==> src/hdl/qct_pkg.sv <==
`timescale 1ns / 1ps

package qct_pkg;

    localparam int CHAR_WIDTH = 16;
    localparam int OUT_WIDTH  = 16;
    localparam int MAX_RES    = 3;

    localparam logic [OUT_WIDTH-1:0] CHAR_MASK =
        (CHAR_WIDTH >= OUT_WIDTH) ? {OUT_WIDTH{1'b1}}
                                  : OUT_WIDTH'((64'd1 << CHAR_WIDTH) - 64'd1);

    localparam logic [OUT_WIDTH-1:0] CH_SPACE = OUT_WIDTH'(8'h20);
    localparam logic [OUT_WIDTH-1:0] CH_TAB   = OUT_WIDTH'(8'h09);
    localparam logic [OUT_WIDTH-1:0] CH_CR    = OUT_WIDTH'(8'h0D);
    localparam logic [OUT_WIDTH-1:0] CH_LF    = OUT_WIDTH'(8'h0A);
    localparam logic [OUT_WIDTH-1:0] CH_QUOTE = OUT_WIDTH'(8'h22);

    localparam logic [1:0] KIND_CHAR    = 2'd0;
    localparam logic [1:0] KIND_TOK_END = 2'd1;
    localparam logic [1:0] KIND_CMD_END = 2'd2;

    localparam logic [1:0] ST_OK        = 2'd0;
    localparam logic [1:0] ST_UNCLOSED  = 2'd1;
    localparam logic [1:0] ST_EMPTY_PRG = 2'd2;
    localparam logic [1:0] ST_NONE      = 2'd3;

    typedef struct packed {
        logic in_token;
        logic in_quotes;
        logic quote_pending;
        logic token_seen;
        logic first_token_empty;
        logic token_has_chars;
    } parse_state_t;

    typedef struct packed {
        logic [1:0]           kind;
        logic [OUT_WIDTH-1:0] out_char;
        logic [1:0]           status;
        logic                 run_last;
    } result_t;

endpackage

==> src/hdl/qct_if.sv <==
`timescale 1ns / 1ps

interface qct_cmd_if;
    logic                          valid;
    logic                          ready;
    logic [qct_pkg::OUT_WIDTH-1:0] ch;
    logic                          last;

    modport source (output valid, output ch, output last, input ready);
    modport sink (input valid, input ch, input last, output ready);
endinterface

interface qct_tok_if;
    logic                          valid;
    logic                          ready;
    logic [1:0]                    kind;
    logic [qct_pkg::OUT_WIDTH-1:0] out_char;
    logic [1:0]                    status;
    logic                          run_last;

    modport source (output valid, output kind, output out_char, output status,
                    output run_last, input ready);
    modport sink (input valid, input kind, input out_char, input status,
                  input run_last, output ready);
endinterface

==> src/hdl/qct_step.sv <==
`timescale 1ns / 1ps

// Per-character parse decision: next flag state plus up to three results.
module qct_step
(
    input  qct_pkg::parse_state_t                   st,
    input  logic [qct_pkg::OUT_WIDTH-1:0]           ch,
    input  logic                                    last,
    output qct_pkg::parse_state_t                   st_next,
    output qct_pkg::result_t [qct_pkg::MAX_RES-1:0] res,
    output logic [1:0]                              res_cnt
);

    always_comb
    begin
        logic [qct_pkg::OUT_WIDTH-1:0] c;
        logic                          done;
        logic                          is_sep;
        logic                          unclosed;
        logic [1:0]                    n;
        logic [1:0]                    status;
        qct_pkg::parse_state_t         s;
        qct_pkg::result_t [qct_pkg::MAX_RES-1:0] r;

        c        = ch & qct_pkg::CHAR_MASK;
        s        = st;
        done     = 1'b0;
        n        = 2'd0;
        unclosed = 1'b0;
        status   = qct_pkg::ST_OK;
        r        = '0;
        is_sep   = (c == qct_pkg::CH_SPACE) || (c == qct_pkg::CH_TAB) ||
                   (c == qct_pkg::CH_CR) || (c == qct_pkg::CH_LF);

        // quote inside a span: literal quote or closing quote
        if (s.quote_pending)
        begin
            s.quote_pending = 1'b0;
            if (c == qct_pkg::CH_QUOTE)
            begin
                r[n].kind         = qct_pkg::KIND_CHAR;
                r[n].out_char     = qct_pkg::CH_QUOTE;
                n                 = n + 2'd1;
                s.token_has_chars = 1'b1;
                done              = 1'b1;
            end
            else
            begin
                s.in_quotes = 1'b0;
            end
        end

        if (!done)
        begin
            if (is_sep && !s.in_quotes)
            begin
                if (s.in_token)
                begin
                    r[n].kind = qct_pkg::KIND_TOK_END;
                    n         = n + 2'd1;
                    if (!s.token_seen)
                    begin
                        s.first_token_empty = !s.token_has_chars;
                        s.token_seen        = 1'b1;
                    end
                    s.in_token        = 1'b0;
                    s.token_has_chars = 1'b0;
                end
            end
            else
            begin
                s.in_token = 1'b1;
                if (c == qct_pkg::CH_QUOTE)
                begin
                    if (!s.in_quotes)
                        s.in_quotes = 1'b1;
                    else
                        s.quote_pending = 1'b1;
                end
                else
                begin
                    r[n].kind         = qct_pkg::KIND_CHAR;
                    r[n].out_char     = c;
                    n                 = n + 2'd1;
                    s.token_has_chars = 1'b1;
                end
            end
        end

        if (last)
        begin
            if (s.quote_pending)
            begin
                s.quote_pending = 1'b0;
                s.in_quotes     = 1'b0;
            end
            unclosed = s.in_quotes;
            if (s.in_token)
            begin
                r[n].kind = qct_pkg::KIND_TOK_END;
                n         = n + 2'd1;
                if (!s.token_seen)
                begin
                    s.first_token_empty = !s.token_has_chars;
                    s.token_seen        = 1'b1;
                end
            end
            priority if (unclosed)
                status = qct_pkg::ST_UNCLOSED;
            else if (!s.token_seen)
                status = qct_pkg::ST_NONE;
            else if (s.first_token_empty)
                status = qct_pkg::ST_EMPTY_PRG;
            else
                status = qct_pkg::ST_OK;
            r[n].kind   = qct_pkg::KIND_CMD_END;
            r[n].status = status;
            n           = n + 2'd1;
            s           = '0;
        end

        if (n != 2'd0)
            r[n - 2'd1].run_last = 1'b1;

        st_next = s;
        res     = r;
        res_cnt = n;
    end

endmodule

==> src/hdl/quoted_command_tokenizer_unit.sv <==
`timescale 1ns / 1ps

// Command-line tokenizer. Characters arrive on cmd, one per transaction, with
// last set on the final character of a command; token characters, token ends
// and one end-of-command result with its status leave on tok, in order. Each
// character is decided in the cycle it is taken, from six flag bits, and its
// results (zero to three) are loaded into a three-entry result buffer that
// drains one result per cycle while tok is ready. The next character is taken
// once the buffer is empty or its last result is leaving, so a character with
// several results holds cmd off until all but the last have left through the
// single tok port. Results are dropped by the consumer unless the status on
// the end-of-command result is ok.
module quoted_command_tokenizer_unit
(
    input  logic         clk,
    input  logic         rst_n,
    qct_cmd_if.sink      cmd,
    qct_tok_if.source    tok
);

    qct_pkg::parse_state_t                   state_reg;
    qct_pkg::parse_state_t                   state_next;
    qct_pkg::result_t [qct_pkg::MAX_RES-1:0] slot_reg;
    qct_pkg::result_t [qct_pkg::MAX_RES-1:0] slot_next;
    logic [1:0]                              cnt_reg;
    logic [1:0]                              cnt_next;

    qct_pkg::parse_state_t                   step_state;
    qct_pkg::result_t [qct_pkg::MAX_RES-1:0] step_res;
    logic [1:0]                              step_cnt;

    logic accept;
    logic out_fire;

    qct_step u_step
    (
        .st      (state_reg),
        .ch      (cmd.ch),
        .last    (cmd.last),
        .st_next (step_state),
        .res     (step_res),
        .res_cnt (step_cnt)
    );

    assign out_fire  = tok.valid && tok.ready;
    // take a character once the buffer empties this cycle
    assign cmd.ready = (cnt_reg == 2'd0) || ((cnt_reg == 2'd1) && tok.ready);
    assign accept    = cmd.valid && cmd.ready;

    assign tok.valid    = (cnt_reg != 2'd0);
    assign tok.kind     = slot_reg[0].kind;
    assign tok.out_char = slot_reg[0].out_char;
    assign tok.status   = slot_reg[0].status;
    assign tok.run_last = slot_reg[0].run_last;

    always_comb
    begin
        state_next = state_reg;
        slot_next  = slot_reg;
        cnt_next   = cnt_reg;
        priority if (accept)
        begin
            state_next = step_state;
            slot_next  = step_res;
            cnt_next   = step_cnt;
        end
        else if (out_fire)
        begin
            slot_next[0] = slot_reg[1];
            slot_next[1] = slot_reg[2];
            cnt_next     = cnt_reg - 2'd1;
        end
        else
        begin
            cnt_next = cnt_reg;
        end
    end

    always_ff @(posedge clk or negedge rst_n)
    begin
        if (!rst_n)
        begin
            state_reg <= '0;
            cnt_reg   <= 2'd0;
        end
        else
        begin
            state_reg <= state_next;
            cnt_reg   <= cnt_next;
        end
    end

    always_ff @(posedge clk)
    begin
        slot_reg <= slot_next;
    end

endmodule

==> src/flat_wrapper.sv <==
// flat-port wrapper written by rule: the top's interface ports become plain ports
module quoted_command_tokenizer_unit_flat 
  (clk, rst_n, cmd_valid, cmd_ch, cmd_last, cmd_ready, tok_valid, tok_kind, tok_out_char, tok_status, tok_run_last, tok_ready);
  qct_cmd_if cmd_i ();
  qct_tok_if tok_i ();
  input  logic clk;
  input  logic rst_n;
  input wire logic [$bits(cmd_i.valid)-1:0] cmd_valid;
  input wire logic [$bits(cmd_i.ch)-1:0] cmd_ch;
  input wire logic [$bits(cmd_i.last)-1:0] cmd_last;
  output wire logic [$bits(cmd_i.ready)-1:0] cmd_ready;
  output wire logic [$bits(tok_i.valid)-1:0] tok_valid;
  output wire logic [$bits(tok_i.kind)-1:0] tok_kind;
  output wire logic [$bits(tok_i.out_char)-1:0] tok_out_char;
  output wire logic [$bits(tok_i.status)-1:0] tok_status;
  output wire logic [$bits(tok_i.run_last)-1:0] tok_run_last;
  input wire logic [$bits(tok_i.ready)-1:0] tok_ready;
  assign cmd_i.valid = cmd_valid;
  assign cmd_i.ch = cmd_ch;
  assign cmd_i.last = cmd_last;
  assign cmd_ready = cmd_i.ready;
  assign tok_valid = tok_i.valid;
  assign tok_kind = tok_i.kind;
  assign tok_out_char = tok_i.out_char;
  assign tok_status = tok_i.status;
  assign tok_run_last = tok_i.run_last;
  assign tok_i.ready = tok_ready;
  quoted_command_tokenizer_unit u_core (.clk(clk), .rst_n(rst_n), .cmd(cmd_i), .tok(tok_i));
endmodule
==> config.mk <==
export PLATFORM = sky130hd
export DESIGN_NAME = quoted_command_tokenizer_unit_flat
export DESIGN_NICKNAME = d
export VERILOG_FILES = /design/src/hdl/qct_pkg.sv /design/src/hdl/qct_if.sv /design/src/hdl/qct_step.sv /design/src/hdl/quoted_command_tokenizer_unit.sv /design/src/flat_wrapper.sv
export SDC_FILE = /design/constraint.sdc
export NUM_CORES = 1
export LEC_CHECK = 0
export BUFFER_PORTS_ARGS = -buffer_cell sky130_fd_sc_hd__buf_2
export CAP_MARGIN = 20
export CORE_UTILIZATION = 55
export DETAILED_ROUTE_END_ITERATION = 10
export GPL_ROUTABILITY_DRIVEN = 0
export GPL_TIMING_DRIVEN = 0
export PLACE_DENSITY = 0.78
export SLEW_MARGIN = 20
export SYNTH_ARGS = -nofsm -noshare
export SYNTH_HDL_FRONTEND = slang
export SYNTH_HIERARCHICAL = 1
export SYNTH_SLANG_ARGS = --single-unit
==> constraint.sdc <==
create_clock -name clk -period 2.63 [get_ports clk]
set_input_delay 0.3945 -clock clk [delete_from_list [all_inputs] [get_ports clk]]
set_output_delay 0.3945 -clock clk [all_outputs]
set_load 0.1 [all_outputs]
After elaboration in Yosys (flattened, before gate mapping) --
Index checks and enable logic that the tools add are counted.
Storage, ports and cells: bits in registers 71, bits of input ports 21, output and inout bits 23, logic and storage cells 125
Cells by class: $add $sub $neg 5, $lt $le $gt $ge 8, equal/unequal tests 6, muxes and demuxes 68, reductions and logical operators 19
Operators with widths (count):
- $mux 63 | 8
- $bwmux 63 | 7
- $demux 21 s2 | 6
- $mux 42 | 2
- $mux 21 | 3
- $eq 16x4->1 const B | 3
- $mux 2 | 21
- $eq 16x6->1 const B | 2
- $mux 6 | 4
- $mux 19 | 1
- $mux 1 | 14
- $lt 2x3->1 const B | 4
- $ge 2x1->1 const B | 4
- $logic_and 1x1->1 | 8
- $add 2x1->2 const B | 3
- $mux 3 | 2
- $reduce_bool 2->1 | 3
- $logic_or 1x1->1 | 4
- $sub 2x1->2 const B | 2
- $logic_not 1->1 | 3
- $eq 2x1->1 const B | 1
- $logic_not 2->1 | 1

Depth between registers and ports, before layout --
depth in word-level cells 21, depth in mapped cells 13

By module --
Netlist, hierarchy kept.
By module, submodules not included:
- quoted_command_tokenizer_unit | times used 1, cells an instance 161, area an instance 3196.8 um2
- qct_step | times used 1, cells an instance 161, area an instance 1011.0 um2

Worst setup path after synthesis --
No wires, ideal clock.
path kind input to register, start input cmd_ch[9], end register u_core.slot_reg (netlist bit u_core/tok.run_last) (data pin), setup time 0.260 ns, arrival time 2.613 ns, path slack -0.243 ns, stages 12, buffers on the path 1, cells stage by stage nor4_1 and3_1 buf_2 nand2_2 a21boi_1 nand2_1 ha_1 nor2_1 ha_1 a22oi_1 o211ai_1 mux2_4
RTL lines:
- start: declaration | RTL line flat_wrapper.sv:9 | input wire logic [$bits(cmd_i.ch)-1:0] cmd_ch;
- end signal: assignment | RTL line quoted_command_tokenizer_unit.sv:95 | slot_reg <= slot_next;
- end: declaration | RTL line quoted_command_tokenizer_unit.sv:23 | qct_pkg::result_t [qct_pkg::MAX_RES-1:0] slot_reg;

==> implementation parameters <==
Parameter                              Value

Timing
  Smallest hold slack ... 0.4277 ns
  Setup repair after global routing missed its margin ... true
  Layout Skew ... 0.007876 ns
  Final-layout setup total negative slack ... -0.06678 ns
  Transition time at the pin with the least slew margin ... 1.052 ns
  Count of endpoints failing setup in the final report ... 5
  Highest attainable clock frequency ... 376.1 MHz
  Worst-case setup margin in the final layout ... -0.02884 ns
  Final hold violation count ... 0
  Post-layout min period ... 2.659 ns
  Final clock period utilization by the worst path ... 101.1%
  Relative max-transition margin ... 29.87%
  Pins Over Slew Limit ... 0

Die
  Floorplan Core Area ... 0.007331 mm^2
  Die Area ... 0.008004 mm^2
  Die height ... 89.47 um
  Initial core utilization ... 57.40%
  Chip width ... 89.47 um
  Number of ports placed on the die boundary ... 44
  # rows ... 31

Synth
  Share of the yosys chip area belonging to registers ... 49.72%
  Post-synthesis cell type count ... 52
  Gate count of the mapped netlist ... 322
  Count of flip-flops with a built-in enable after synthesis ... 63
  Most frequent cell after synthesis ... edfxtp_1
  Area contributors post-synth ... edfxtp_1, mux2_4, buf_4
  Proportion of register bits with asynchronous set or reset after synthesis ... 11.27%
  Synthesized area per cell ... 13.07 um^2
  Most used standard cells in the synthesized netlist ... edfxtp_1, buf_4, mux2_4
  Top cell type's share of synthesized area ... 44.96%
  Cell area after synthesis ... 0.004208 mm^2
  Dominant synthesized flop cell ... edfxtp_1
  Synthesis-stage register bit count ... 71
  Post-synthesis cell type with the largest combined area ... edfxtp_1
  Synth warn ... 6

Worst setup path
  Critical path buffer and inverter count ... 2
  Depth of the critical timing path with buffers and inverters included ... 13
  Cell count of the worst reg-to-reg path ... 7
  Flop2flop setup slack ... 0.04 ns
  Peak fanout along the critical path ... 4
  Critical-path cell with the highest stage delay ... ha_1
  Ordered list of cells on the worst path ... buf_2 > nor4_4 > and3_1 > buf_6 > nand2_8 > a21boi_4 > nand2_1 > ha_1 > nor2_1 > ha_1 > a22oi_1 > o211ai_1 > mux2_4
  Worst Setup SP ... cmd_ch[11]
  Class of the most critical setup path ... in -> reg
  Worst path top cell family by delay ... simple AND/OR/NAND/NOR gates
  Kind of launch point of the worst setup path ... input port
  FF-to-FF Start ... u_core/state_reg[5]
  Endpoint type of the worst setup path ... flip-flop
  Critical Path Max Stage Delay ... 0.34 ns
  Worst endpoint required time ... 2.71 ns
  Capturing point of the worst reg2reg path ... u_core/tok.run_last
  Arrival time reported for the critical path endpoint ... 2.74 ns
  Endpoint of the worst setup timing path ... u_core/tok.run_last
  Cell repeated most along the worst path ... ha_1

CTS
  Clock transition at the registers of the reported paths ... 0.08 ns
  Maximum level of the CTS H-tree ... 3
  CTS tree ... built
  Clock latency at the later pin of the worst-skew pair ... 0.34 ns
  Clock Sinks ... 71
  Number of buffers created by CTS ... 9
  Clock root buffer ... clkbuf_8
  Number of buffers on the longest clock path ... 2

Drt
  Detailed Route WL ... 7.534 mm
  Initial DRC Count ... 161
  Number of DRC violations after detailed routing ... 0
  DRT antenna net count ... 0
  DRT Pass-1 Iters ... 4
  Ratio of routed vias to standard cells ... 4.947
  Routed vias ... 2592
  Drt wl/cell ... 14.38 um

Global route
  Initial antenna violation count ... 0
  Number of global-route vias before repair ... 2469
  Maximum number of pins on one net before global-route repair ... 47
  Remaining global-route overflow ... 0
  Wire length of the first global-routing pass ... 11.59 mm
  Overall track demand over capacity in global routing ... 20.15%

Finish
  Share of final-layout standard cells stronger than drive strength 1 ... 48.24%
  # diodes ... 0
  Net total in the final layout ... 450
  Fill cells ... 499
  Final core utilization ... 69.53%
  Non-filler instance count after layout ... 524
  Synthesis-to-finish area growth ... 21.14%
  Number of flip-flops in the largest register ... 42
  Final instance area ... 0.005097 mm^2

Place
  Instance area at placement ... 0.004732 mm^2
  Post-Place Cells ... 497
  Number of buffer cells added on primary ports ... 43
  Half-perimeter wire length after detailed placement ... 5.186 mm

Run status
  Violations in the final reports ... setup timing
  Result of the run ... finished, violations left

Run
  Max-capacitance violation count ... 0

Pwr
  Areal power density over the cells ... 956.9 mW/mm^2
  LEAKAGE ... 0.002296 uW
  Max IR drop VDD ... 0.3622 mV

Hold path
  Type of the worst min-delay path ... in -> async
==> per-stage QoR <==
stage | worst slack (ns) | total power (uW)
after floorplan | 0.07390 | 3822
after global placement | -0.5243 | 4095
after detailed placement | -0.5759 | 4153
after CTS | -0.03595 | 4894
after global routing | -0.09357 | 5102
final | -0.02884 | 4877
==> area by class of cell <==
class / count / area [um^2] / area share (%)
Clock buffer: 9 / 123.9 / 2.430
Clock inverter: 6 / 38.79 / 0.7609
Timing Repair Buffer: 56 / 342.8 / 6.726
Multi-Input combinational cell: 194 / 1745 / 34.24
Tap cell: 99 / 123.9 / 2.430
Inverter: 18 / 70.07 / 1.375
Buffer: 71 / 558.0 / 10.95
Sequential cell: 71 / 2095 / 41.09
==> report_power, final <==
group	internal, uW	total (uW)	switching, uW
Clock	333	736	403
Combinational	831	2340	1510
Sequential	1670	1800	133
==> metal layers <==
metal | track usage [%] | wire length (um)
met5 | 0 | 0
met4 | 9.812 | 127
met3 | 3.601 | 327
met2 | 34.98 | 3996
met1 | 24.25 | 3082
==> placed cells by master, fill, tap and decap left out, types with 3 or more instances in the layout <==
cell type and count:
conb_1 35, and2_1 4, buf_12 5, ha_1 6, nor3_1 7, edfxtp_1 63, buf_6 6, mux2_4 47
buf_2 38, nand2_1 7, clkbuf_1 12, dfrtp_1 6, nor2_1 15, nand2b_1 3, buf_4 65, clkinv_2 3
a21oi_1 5, nor2b_1 3, clkbuf_8 9, o21ai_0 6, o211ai_1 7, inv_1 17
==> timing repair <==
item                                    CTS  global route
pin swaps                                13             7
hold buffers                              1             0
resized for setup                        22             3
endpoints found under the setup margin   12            11
buffers inserted                          8             4
cloned                                    0             0
endpoints found under the hold margin     8             0
==> cells by family after synthesis <==
logic type / after synthesis / synth area share, %
compound gates: 41 / 7.404
fa+ha+maj: 8 / 2.379
buf+inv: 90 / 14.87
flops: 71 / 49.72
mux: 49 / 17.31
other cells: 2 / 0.1785
simple gates: 61 / 8.148
==> worst register-to-register path, stage by stage, from the launching register on <==
cell	delay, ns
dfrtp_1	0.56
inv_1	0.18
nor3_1	0.37
a22o_1	0.33
ha_1	0.31
a22oi_1	0.18
o211ai_1	0.12
mux2_4	0.29
==> worst min-delay path by stage <==
| stage | start | slack, ns | cells after the start | end |
|---|---|---|---|---|
| after floorplan | rst_n | 0.1 | 0 | u_core/cnt_reg[0] |
| after global placement | rst_n | 0.25 | 1 | u_core/cnt_reg[1] |
| after detailed placement | rst_n | 0.25 | 1 | u_core/cnt_reg[1] |
| after CTS | rst_n | 0.42 | 2 | u_core/state_reg[1] |
| after global routing | rst_n | 0.44 | 2 | u_core/state_reg[2] |
| final | rst_n | 0.43 | 2 | u_core/state_reg[2] |
Note: power is estimated with default switching activity, not from simulation.
